===== config.mk =====
export PLATFORM = sky130hd
export DESIGN_NAME = record_recurrence_checksum_check_unit
export DESIGN_NICKNAME = d
export VERILOG_FILES = /design/src/rrc_pkg.sv /design/src/record_recurrence_checksum_check_unit.sv
export SDC_FILE = /design/constraint.sdc
export NUM_CORES = 1
export LEC_CHECK = 0
export BUFFER_PORTS_ARGS = -buffer_cell sky130_fd_sc_hd__buf_4
export CELL_PAD_IN_SITES_DETAIL_PLACEMENT = 0
export CELL_PAD_IN_SITES_GLOBAL_PLACEMENT = 1
export CORE_ASPECT_RATIO = 1.75
export CORE_MARGIN = 2
export CORE_UTILIZATION = 43
export CTS_CLUSTER_DIAMETER = 80
export DETAILED_ROUTE_END_ITERATION = 8
export MAX_ROUTING_LAYER = met4
export PLACE_DENSITY = 0.72
export SLEW_MARGIN = 40
export SYNTH_ARGS = -nofsm -noshare
export SYNTH_HDL_FRONTEND = slang
export SYNTH_SLANG_ARGS = --single-unit
export TNS_END_PERCENT = 50

===== constraint.sdc =====
create_clock -name clk -period 26.4 [get_ports clk]
set_clock_uncertainty 0.2 [all_clocks]
set_input_delay 5.28 -clock clk [delete_from_list [all_inputs] [get_ports clk]]
set_output_delay 5.28 -clock clk [all_outputs]
set_load 0.03 [all_outputs]

===== src/rrc_pkg.sv =====
// ----------------------------------------------------------------------------
// rrc_pkg: shared types and constants for the record recurrence checksum check
// Item structs, register indexes, status codes and record geometry.
// ----------------------------------------------------------------------------
package rrc_pkg;

	localparam int RECORD_BYTES = 96;
	localparam int IDX_W        = 7;
	localparam int CFG_IDX_W    = 2;
	localparam int CFG_DATA_W   = 32;

	localparam logic [CFG_IDX_W-1:0] REG_MAGIC_WORD = 2'd0;
	localparam logic [CFG_IDX_W-1:0] REG_LOAD_ADDR  = 2'd1;

	localparam logic [31:0] MAGIC_RESET     = 32'h484B_4E41;
	localparam logic [15:0] LOAD_ADDR_RESET = 16'h0100;

	localparam logic [1:0] STATUS_OK       = 2'd0;
	localparam logic [1:0] STATUS_SHORT    = 2'd1;
	localparam logic [1:0] STATUS_BAD_HDR  = 2'd2;
	localparam logic [1:0] STATUS_MISMATCH = 2'd3;

	localparam logic [7:0]  FIRST_TERM_ADD = 8'd7;
	localparam logic [7:0]  ALPHA_MUL      = 8'd17;
	localparam logic [7:0]  BETA_MUL       = 8'd31;
	localparam logic [16:0] MODULUS        = 17'd65535;

	typedef struct packed {
		logic [7:0] byte_value;
		logic       last_byte;
	} rec_item_t;

	typedef struct packed {
		logic [1:0]  status;
		logic [15:0] computed_checksum;
	} res_item_t;

endpackage


===== src/record_recurrence_checksum_check_unit.sv =====
// ----------------------------------------------------------------------------
// record_recurrence_checksum_check_unit: record checksum and header check
// Throughput one byte per cycle unless a held result stalls the last byte;
// the term loop (two small multiplies and a mod-65535 fold in the input
// stage) sets that figure. The result is registered as the last byte leaves
// item_s1. arst_n clears record state and valids and restores reset values.
// ----------------------------------------------------------------------------
module record_recurrence_checksum_check_unit (
	input  logic                            clk,
	input  logic                            arst_n,
	input  logic                            rec_valid,
	output logic                            rec_stall,
	input  rrc_pkg::rec_item_t              rec_item,
	output logic                            res_valid,
	input  logic                            res_stall,
	output rrc_pkg::res_item_t              res_item,
	input  logic                            cfg_valid,
	output logic                            cfg_ready,
	input  logic [rrc_pkg::CFG_IDX_W-1:0]   cfg_index,
	input  logic [rrc_pkg::CFG_DATA_W-1:0]  cfg_data
);
	import rrc_pkg::*;

	localparam logic [IDX_W-1:0] RecLen   = IDX_W'(RECORD_BYTES);
	localparam logic [IDX_W-1:0] CkStart  = IDX_W'(RECORD_BYTES - 4);

	// input stage
	logic      valid_s1;
	rec_item_t item_s1;
	logic      s1_fire;
	logic      rec_accept;

	// config
	logic [31:0] magic_word_q;
	logic [15:0] load_addr_q;

	// record state
	logic [IDX_W-1:0] byte_index_q, byte_index_nxt;
	logic [15:0]      older_term_q, older_term_nxt;
	logic [15:0]      newer_term_q, newer_term_nxt;
	logic [31:0]      seen_magic_q, seen_magic_nxt;
	logic [15:0]      seen_load_q, seen_load_nxt;
	logic [31:0]      stored_ck_q, stored_ck_nxt;

	// output register
	logic      res_valid_q;
	res_item_t res_item_q;
	res_item_t result;

	// term datapath
	logic [7:0]  alpha, beta;
	logic [24:0] plus, minus, diff;
	logic        non_neg;
	logic [16:0] fold;
	logic [15:0] rem, term;
	logic [1:0]  ck_lane;
	logic        in_record;

	assign cfg_ready  = 1'b1;
	assign s1_fire    = valid_s1 && (!item_s1.last_byte || !res_valid_q || !res_stall);
	assign rec_stall  = valid_s1 && !s1_fire;
	assign rec_accept = rec_valid && !rec_stall;
	assign res_valid  = res_valid_q;
	assign res_item   = res_item_q;

	always_comb begin
		alpha   = 8'({1'b0, byte_index_q} * ALPHA_MUL);
		beta    = 8'({1'b0, byte_index_q} * BETA_MUL);
		plus    = 25'(({1'b0, item_s1.byte_value} + {1'b0, alpha}) * newer_term_q);
		minus   = 25'(beta * older_term_q);
		non_neg = plus >= minus;
		diff    = non_neg ? plus - minus : minus - plus;
		// 2^16 == 1 (mod 65535): fold high bits onto low half
		fold    = {1'b0, diff[15:0]} + 17'(diff[24:16]);
		rem     = (fold >= MODULUS) ? 16'(fold - MODULUS) : fold[15:0];
		if (non_neg) begin
			term = rem;
		end else if (rem == 16'd0) begin
			term = 16'd1;
		end else if (rem == 16'd1) begin
			term = 16'd0;
		end else begin
			term = 16'(17'h1_0000 - {1'b0, rem});
		end
	end

	always_comb begin
		in_record      = byte_index_q < RecLen;
		ck_lane        = 2'(byte_index_q - CkStart);
		byte_index_nxt = byte_index_q;
		older_term_nxt = older_term_q;
		newer_term_nxt = newer_term_q;
		seen_magic_nxt = seen_magic_q;
		seen_load_nxt  = seen_load_q;
		stored_ck_nxt  = stored_ck_q;
		if (in_record) begin
			if (byte_index_q < IDX_W'(4)) begin
				seen_magic_nxt[8*byte_index_q[1:0] +: 8] = item_s1.byte_value;
			end else if (byte_index_q < IDX_W'(6)) begin
				seen_load_nxt[8*byte_index_q[0] +: 8] = item_s1.byte_value;
			end
			if (byte_index_q >= CkStart) begin
				stored_ck_nxt[8*ck_lane +: 8] = item_s1.byte_value;
			end
			if (byte_index_q == '0) begin
				newer_term_nxt = 16'(item_s1.byte_value) + 16'(FIRST_TERM_ADD);
			end else if (byte_index_q < CkStart) begin
				older_term_nxt = newer_term_q;
				newer_term_nxt = term;
			end
			byte_index_nxt = byte_index_q + IDX_W'(1);
		end

		if (byte_index_nxt < RecLen) begin
			result.status            = STATUS_SHORT;
			result.computed_checksum = 16'd0;
		end else begin
			result.computed_checksum = newer_term_nxt;
			if (seen_magic_nxt != magic_word_q || seen_load_nxt != load_addr_q) begin
				result.status = STATUS_BAD_HDR;
			end else if (stored_ck_nxt != {16'd0, newer_term_nxt}) begin
				result.status = STATUS_MISMATCH;
			end else begin
				result.status = STATUS_OK;
			end
		end
	end

	always_ff @(posedge clk or negedge arst_n) begin
		if (!arst_n) begin
			magic_word_q <= MAGIC_RESET;
			load_addr_q  <= LOAD_ADDR_RESET;
		end else if (cfg_valid && cfg_ready) begin
			case (cfg_index)
				REG_MAGIC_WORD: magic_word_q <= cfg_data;
				REG_LOAD_ADDR:  load_addr_q  <= cfg_data[15:0];
				default: ;
			endcase
		end
	end

	always_ff @(posedge clk or negedge arst_n) begin
		if (!arst_n) begin
			valid_s1 <= 1'b0;
		end else if (rec_accept) begin
			valid_s1 <= 1'b1;
		end else if (s1_fire) begin
			valid_s1 <= 1'b0;
		end
	end

	always_ff @(posedge clk) begin
		if (rec_accept) begin
			item_s1 <= rec_item;
		end
	end

	always_ff @(posedge clk or negedge arst_n) begin
		if (!arst_n) begin
			byte_index_q <= '0;
			older_term_q <= 16'd1;
			newer_term_q <= 16'd1;
			seen_magic_q <= '0;
			seen_load_q  <= '0;
			stored_ck_q  <= '0;
		end else if (s1_fire) begin
			if (item_s1.last_byte) begin
				byte_index_q <= '0;
				older_term_q <= 16'd1;
				newer_term_q <= 16'd1;
				seen_magic_q <= '0;
				seen_load_q  <= '0;
				stored_ck_q  <= '0;
			end else begin
				byte_index_q <= byte_index_nxt;
				older_term_q <= older_term_nxt;
				newer_term_q <= newer_term_nxt;
				seen_magic_q <= seen_magic_nxt;
				seen_load_q  <= seen_load_nxt;
				stored_ck_q  <= stored_ck_nxt;
			end
		end
	end

	always_ff @(posedge clk or negedge arst_n) begin
		if (!arst_n) begin
			res_valid_q <= 1'b0;
		end else if (s1_fire && item_s1.last_byte) begin
			res_valid_q <= 1'b1;
		end else if (!res_stall) begin
			res_valid_q <= 1'b0;
		end
	end

	always_ff @(posedge clk) begin
		if (s1_fire && item_s1.last_byte) begin
			res_item_q <= result;
		end
	end

`ifndef ASSERT_OFF
	a_index_bound: assert property (@(posedge clk) disable iff (!arst_n)
		byte_index_q <= RecLen)
		else $error("byte index past record length");

	a_clear_after_last: assert property (@(posedge clk) disable iff (!arst_n)
		s1_fire && item_s1.last_byte |=> byte_index_q == '0 && newer_term_q == 16'd1)
		else $error("record state not cleared after last byte");

	a_short_zero: assert property (@(posedge clk) disable iff (!arst_n)
		res_valid && res_item.status == STATUS_SHORT |-> res_item.computed_checksum == 16'd0)
		else $error("short record with nonzero checksum");

	a_term_reduced: assert property (@(posedge clk) disable iff (!arst_n)
		byte_index_q >= IDX_W'(2) |-> newer_term_q != 16'hFFFF)
		else $error("recurrence term not reduced");

	a_result_needs_last: assert property (@(posedge clk) disable iff (!arst_n)
		$rose(res_valid) |-> $past(s1_fire && item_s1.last_byte))
		else $error("result without last byte");
`endif

endmodule


==> results of run 1 <==
[cell families after synthesis]
| group | count (synthesis) | share of synthesized area [%] |
|---|---|---|
| xor gates and xnor gates | 159 | 5.84 |
| AOI/OAI and AO/OA | 657 | 19.0 |
| muxes | 82 | 3.74 |
| other | 1 | 0.0156 |
| DFF | 196 | 21.1 |
| adders and majority gates | 378 | 25.9 |
| and+or+nand+nor | 809 | 17.2 |
| buffers and inverters | 442 | 7.22 |
[routing by layer]
metal,up-vias,part of all wire [%],routed length [um],global-route usage [%]
met5,-,0,0,-
met4,0,7.7,6170,19.2
met3,264,3.3,2620,2.24
met2,617,55,44600,55.0
met1,10200,34,27000,27.5
li1,9337,-,-,-
[through the flow]
step / setup WS, ns / area (sq um) / cells / util, %
after global routing: 7.24 / 25900 / 3436 / 46.9
after CTS: 8.75 / 25900 / 3436 / 46.9
after global placement: 8.87 / 25200 / 3404 / 45.6
after floorplan: 10.58 / 24000 / 2724 / -
final: 8.65 / 25900 / 3436 / 46.9
after detailed placement: 8.80 / 25200 / 3404 / 45.7
[worst max-delay path, delay by kind of cell (launching register included)]
family	cells	cell delay, ns
multiplexers	2	0.59
AO/OA/AOI/OAI	26	5.27
flip-flops	1	0.64
XOR/XNOR	4	1.71
adder cells (fa/ha/maj)	11	5.27
AND/OR/NAND/NOR	12	2.70
buffers and inverters	8	1.07
[worst max-delay path by stage]
stage	from	to	slack, ns	cells after the start
floorplan	byte_index_q[1]	res_item[17]	10.58	64
global placement	byte_index_q[1]	res_item[16]	8.87	63
detailed placement	byte_index_q[1]	res_item[16]	8.80	63
CTS	byte_index_q[1]	res_item[16]	8.75	63
global route	byte_index_q[1]	res_item[16]	7.24	63
finish	byte_index_q[1]	res_item[16]	8.65	63
[final cells by class]
cell class,instances,area (sq um)
fill,5331,29300
multi-input combinational,2086,17300
sequential,196,5060
inverter,317,1190
clock inverter,3,40.0
timing repair buffer,109,826
clock buffer,29,651
tap,696,871
[synth_stat cells (all sizes together) (19+ instances only)]
cell type  instances  area share, %
ha               180            9.4
o21a              19           0.59
a21oi            193            4.1
o21ai            125            2.7
xor2              38            1.4
nor2b             22           0.57
inv              315            4.9
clkbuf            96            1.5
nand4             21           0.64
dfrtp            154             16
a22o              74            2.7
mux2              52            2.5
nor4              28           0.78
nand2            279            4.4
xnor2            121            4.4
nor2             114            1.8
nor3              52            1.2
buf               29           0.74
edfxtp            27            3.4
a211oi            19           0.67
fa               197             16
o21bai            27           0.84
and2             138            3.6
nand3             50            1.1
and3              31           0.83
mux2i             30            1.3
a21o              51            1.6
[sequential cells by signal (all words and copies together), names as in the netlist]
register and count:
byte_index_q 7, valid_s1 1, stored_ck_q 32, older_term_q 16
seen_load_q 16, load_addr_q 16, item_s1 9, seen_magic_q 32
newer_term_q 16, res_valid 1, res_item 18, magic_word_q 32
==> flow_summary_export.csv, run 1 <==
group,metric,value,unit
run_status,outcome,"complete, no violations",
sta,finalHoldViolCount,0,
sta,maxClockFrequency,56.3,MHz
setup_path,reg2reg_from,"byte_index_q[1]",
routing,detailedRoute.firstIterationViolations,1150,
routing,drt-vias-per-instance,5.94,
floorplanning,initial_core_utilization,43.5,%
sta,post-route-min-period,17.75,ns
floorplanning,die_height,316,um
placement,routabilityCongestion,0.960,
synthesis,netlist_instances,2724,
clock_network,cts.repair_timing.setup_buffer_count,0,
synthesis,count_of_flip_flops_with_a_built_in_enable_after_synthesis,27,
synthesis,synthFlopType,"sky130_fd_sc_hd__dfrtp_1",
setup_path,worst-endpoint-arrival,17.80,ns
hold_path,holdCritPathClass,"reg -> reg",
final_layout,drive_gt1_share,10.7,%
final_layout,most_frequent_cells_in_the_layout,"sky130_fd_sc_hd__inv_1, sky130_fd_sc_hd__nand2_1, sky130_fd_sc_hd__fa_1, sky130_fd_sc_hd__a21oi_1, sky130_fd_sc_hd__ha_1",
routing,detail_route.drc_violations,0,
synthesis,yosys_warnings,0,
floorplanning,fp.dieW,183,um
routing,postRouteWirelength,80.3,mm
routing,detailedRoute.firstPassIterationCount,5,
synthesis,synth.distinct_cells,121,
clock_network,clkLatencyLatePin,0.52,ns
global_route,wire_length_of_the_first_global_routing_pass,123,mm
clock_network,cts-resized-gates,0,
clock_network,max-clock-path-buffers,3,
final_layout,finish.net_count,3160,
sta,timing_worst_slew_pin_value,0.982,ns
hold_path,holdPathStages,2,
setup_path,setup.worst_path.start_class,"flip-flop",
floorplanning,design.die.area,57800,sq um
setup_path,slowest_delay,0.82,ns
sta,setup_violations,0,
setup_path,timing.reg2reg.setup_slack,8.65,ns
setup_path,worst_path_most_repeated_cell,"sky130_fd_sc_hd__a21oi_1",
placement,io_buffer_count,67,
setup_path,r2r_cell_count,63,
setup_path,reg2reg_to,"res_item[16]",
synthesis,mappedNetlistNets,3149,
global_route,antenna_found_initial,0,
setup_path,cp.required,26.45,ns
sta,maxSlewHeadroom,34.3,%
sta,post-route-period-util,67.2,%
floorplanning,rows,114,
global_route,track_usage,28.9,%
final_layout,area_growth_syn_to_layout,7.95,%
setup_path,critical_path.slowest_cell,"sky130_fd_sc_hd__ha_1",
clock_network,holdBufCountCts,0,
routing,routed_length_per_placed_instance,23.4,um
sta,maxSlewViolCount,0,
clock_network,tritoncts_clock_tree,"yes",
synthesis,mean_cell_area_of_the_mapped_netlist,8.81,sq um
global_route,grt_pass1_vias,21200,
clock_network,cts-buffers-inserted,25,
routing,antenna_violating_nets_post_route,0,
synthesis,synth.ff_latch_count,196,
hold_path,holdCritStartpoint,"stored_ck_q[10]",
final_layout,antenna_diodes,0,
final_layout,layout_commonest_cell,"sky130_fd_sc_hd__inv_1",
clock_network,number_of_h_tree_levels,4,
floorplanning,core_area,55200,sq um
sta,setup-tns-final,0,ns
hold_path,timing.hold.worst_endpoint,"stored_ck_q[10]",
clock_network,cts_root_buffer,"sky130_fd_sc_hd__clkbuf_16",
clock_network,cts.reportedPaths.clkPinSlew,0.07,ns
synthesis,synth_seq_area_share,21.1,%
setup_path,timing.setup.critical_path_class,"reg -> reg",
synthesis,synth_async_sr_flop_share,86.2,%
sta,grt_setup_unrepaired,"no",
placement,place.detailed.hpwl,65.0,mm
setup_path,critical_path_peak_fanout,32,
setup_path,critical_path.endpoint_type,"flip-flop",
global_route,pin_count_of_the_biggest_net_entering_global_routing,69,
floorplanning,pin_count,69,
routing,dr_total_vias,20400,
sta,worst_hold_margin,0.288,ns
job,maxCapViolations,0,
synthesis,post_synth_instance_area,24000,sq um
global_route,remaining_global_route_overflow,0,
clock_network,cts.sink_count,196,
Power of run 1 is left out: the tool's default activity adds up to more than one toggle a clock period on the data nets, which glitch-free logic cannot reach.
==> inputs of run 2 (changes only) <==
- PLACE_DENSITY: 0.72 -> 0.75
- clock period: 26.4 -> 15.5 ns (I/O delays scaled with it)
==> run 2 against run 1 <==
Count of clock-buffer cells in the layout up 1; sequential share of layout area fell by 0.70 points; cell area up 3.8%; routed wire length increased by 4.1%; die area stayed put; worst hold slack got worse by 0.0052 ns; flip-flop and latch count unchanged; first-iteration DRC count down 9.0%; non-clock buffer count increased by 63; global-route usage increased by 1.2 points; fmax grew 19%; worst setup slack lost 8.1 ns.
==> flow_summary_export.csv, run 2 (same netlist as run 1, synthesis figures left out) <==
group,metric,value,unit
setup_path,critical_path.slowest_cell,"sky130_fd_sc_hd__fa_1",
routing,detailedRoute.firstIterationViolations,1047,
sta,postLayoutSetupSlackWorst,0.531,ns
setup_path,critical_path_peak_fanout,5,
final_layout,layout_commonest_cell,"sky130_fd_sc_hd__inv_1",
sta,post-route-min-period,14.97,ns
job,maxCapViolations,0,
final_layout,finish.net_count,3223,
sta,grt_setup_unrepaired,"yes",
floorplanning,fp.dieW,183,um
final_layout,n_fill_cell,5286,
global_route,grt_pass1_vias,21900,
final_layout,largestRegisters,"magic_word_q x32, seen_magic_q x32, stored_ck_q x32",
routing,antenna_violating_nets_post_route,0,
clock_network,tritoncts_clock_tree,"yes",
final_layout,antenna_diodes,0,
clock_network,cts.reportedPaths.clkPinSlew,0.07,ns
sta,timing_worst_slew_pin_value,0.869,ns
hold_path,holdPathStages,2,
setup_path,timing.setup.critical_path_class,"reg -> reg",
sta,maxSlewViolCount,0,
floorplanning,pin_count,69,
floorplanning,die_height,316,um
final_layout,fin_area,26900,sq um
placement,routabilityCongestion,1.04,
setup_path,setup.worst_path.start_class,"flip-flop",
clock_network,clkLatencyLatePin,0.52,ns
floorplanning,design.die.area,57800,sq um
global_route,antenna_found_initial,0,
final_layout,final_util,48.7,%
final_layout,drive_gt1_share,15.5,%
placement,place_ws,-0.207,ns
setup_path,worst_path_most_repeated_cell,"sky130_fd_sc_hd__a21oi_2",
setup_path,critical_path.endpoint_type,"flip-flop",
routing,postRouteWirelength,83.6,mm
clock_network,number_of_h_tree_levels,4,
placement,io_buffer_count,67,
final_layout,most_frequent_cells_in_the_layout,"sky130_fd_sc_hd__inv_1, sky130_fd_sc_hd__nand2_1, sky130_fd_sc_hd__fa_1, sky130_fd_sc_hd__ha_1, sky130_fd_sc_hd__a21oi_1",
sta,post-route-period-util,96.6,%
clock_network,cts-buffers-inserted,25,
placement,total_cell_area_at_the_placement_stage,25500,sq um
global_route,track_usage,30.0,%
floorplanning,rows,114,
sta,setup_violations,0,
floorplanning,initial_core_utilization,43.5,%
setup_path,cp.required,15.53,ns
final_layout,area_growth_syn_to_layout,12.0,%
setup_path,worst-endpoint-arrival,15.00,ns
routing,detail_route.drc_violations,0,
placement,place.detailed.hpwl,67.9,mm
global_route,wire_length_of_the_first_global_routing_pass,127,mm
sta,setup-tns-final,0,ns
routing,dr_total_vias,20900,
sta,maxSlewHeadroom,41.7,%
clock_network,cts.sink_count,196,
sta,maxClockFrequency,66.8,MHz
routing,routed_length_per_placed_instance,23.9,um
clock_network,max-clock-path-buffers,3,
routing,drt-vias-per-instance,5.97,
routing,detailedRoute.firstPassIterationCount,5,
clock_network,holdBufCountCts,0,
setup_path,r2r_cell_count,63,
hold_path,holdCritPathClass,"reg -> reg",
global_route,remaining_global_route_overflow,0,
clock_network,cts_root_buffer,"sky130_fd_sc_hd__clkbuf_16",
floorplanning,core_area,55200,sq um
sta,finalHoldViolCount,0,
global_route,pin_count_of_the_biggest_net_entering_global_routing,98,
setup_path,slowest_delay,0.59,ns
run_status,outcome,"complete, no violations",
-- run 2: cell count changes in the layout (fill, tap and decap cells not counted), sizes merged --
cell / delta
clkbuf: +1
buf: +63
clkinvlp: +1
clkinv: -1
-- run 2: final cells by class --
cell class / count / area, sq um / share of cell area, %
clock inverters: 3 / 42.5 / 0.158
flip-flops and latches: 196 / 5060 / 18.8
inverters: 317 / 1190 / 4.43
multi-input cells: 2086 / 17700 / 65.9
repair buffers: 172 / 1330 / 4.96
clock buffers: 30 / 664 / 2.47
well taps: 696 / 871 / 3.24
-- run 2: final timing paths --
check | from | to | slack [ns]
worst max-delay path | byte_index_q[2] | res_item[17] | 0.53
worst min-delay path | stored_ck_q[8] | stored_ck_q[8] | 0.28
worst max register to register | byte_index_q[2] | res_item[17] | 0.53
worst min register to register | stored_ck_q[8] | stored_ck_q[8] | 0.28
max in group asynchronous | arst_n | newer_term_q[9] | 11.51
min in group asynchronous | arst_n | magic_word_q[26] | 2.43
-- run 2: through the flow --
step	hold slack, ns	cells
after floorplan	0.244	2724
after global placement	0.263	3441
after detailed placement	0.271	3443
after CTS	0.285	3479
after global routing	0.312	3500
final	0.282	3500
-- run 2: worst max-delay path, delay by kind of cell, from the launching register on --
family          cells  cell delay, ns
xor+xnor            3            0.61
compound gates     30            5.48
buf+inv             8            0.75
mux                 2            0.55
fa+ha+maj          12            5.16
flops               1            0.46
simple gates        8            1.44
-- run 2: repair_timing --
action | in CTS | in global routing
hold endpoints to repair | 0 | 0
endpoints found under the setup margin | 2 | 34
buffers inserted | 3 | 21
pin swaps | 4 | 79
gates resized for setup | 3 | 94
-- run 2: metal layers --
layer	wire [um]	GRT usage, %	part of all wire [%]	vias to the layer above
met2	44800	55.7	54	743
met3	2960	2.71	3.5	352
met5	0	-	0	-
li1	-	-	-	9470
met4	8640	25.6	10	0
met1	27200	27.5	33	10300
Power of run 2 is left out for the same reason.
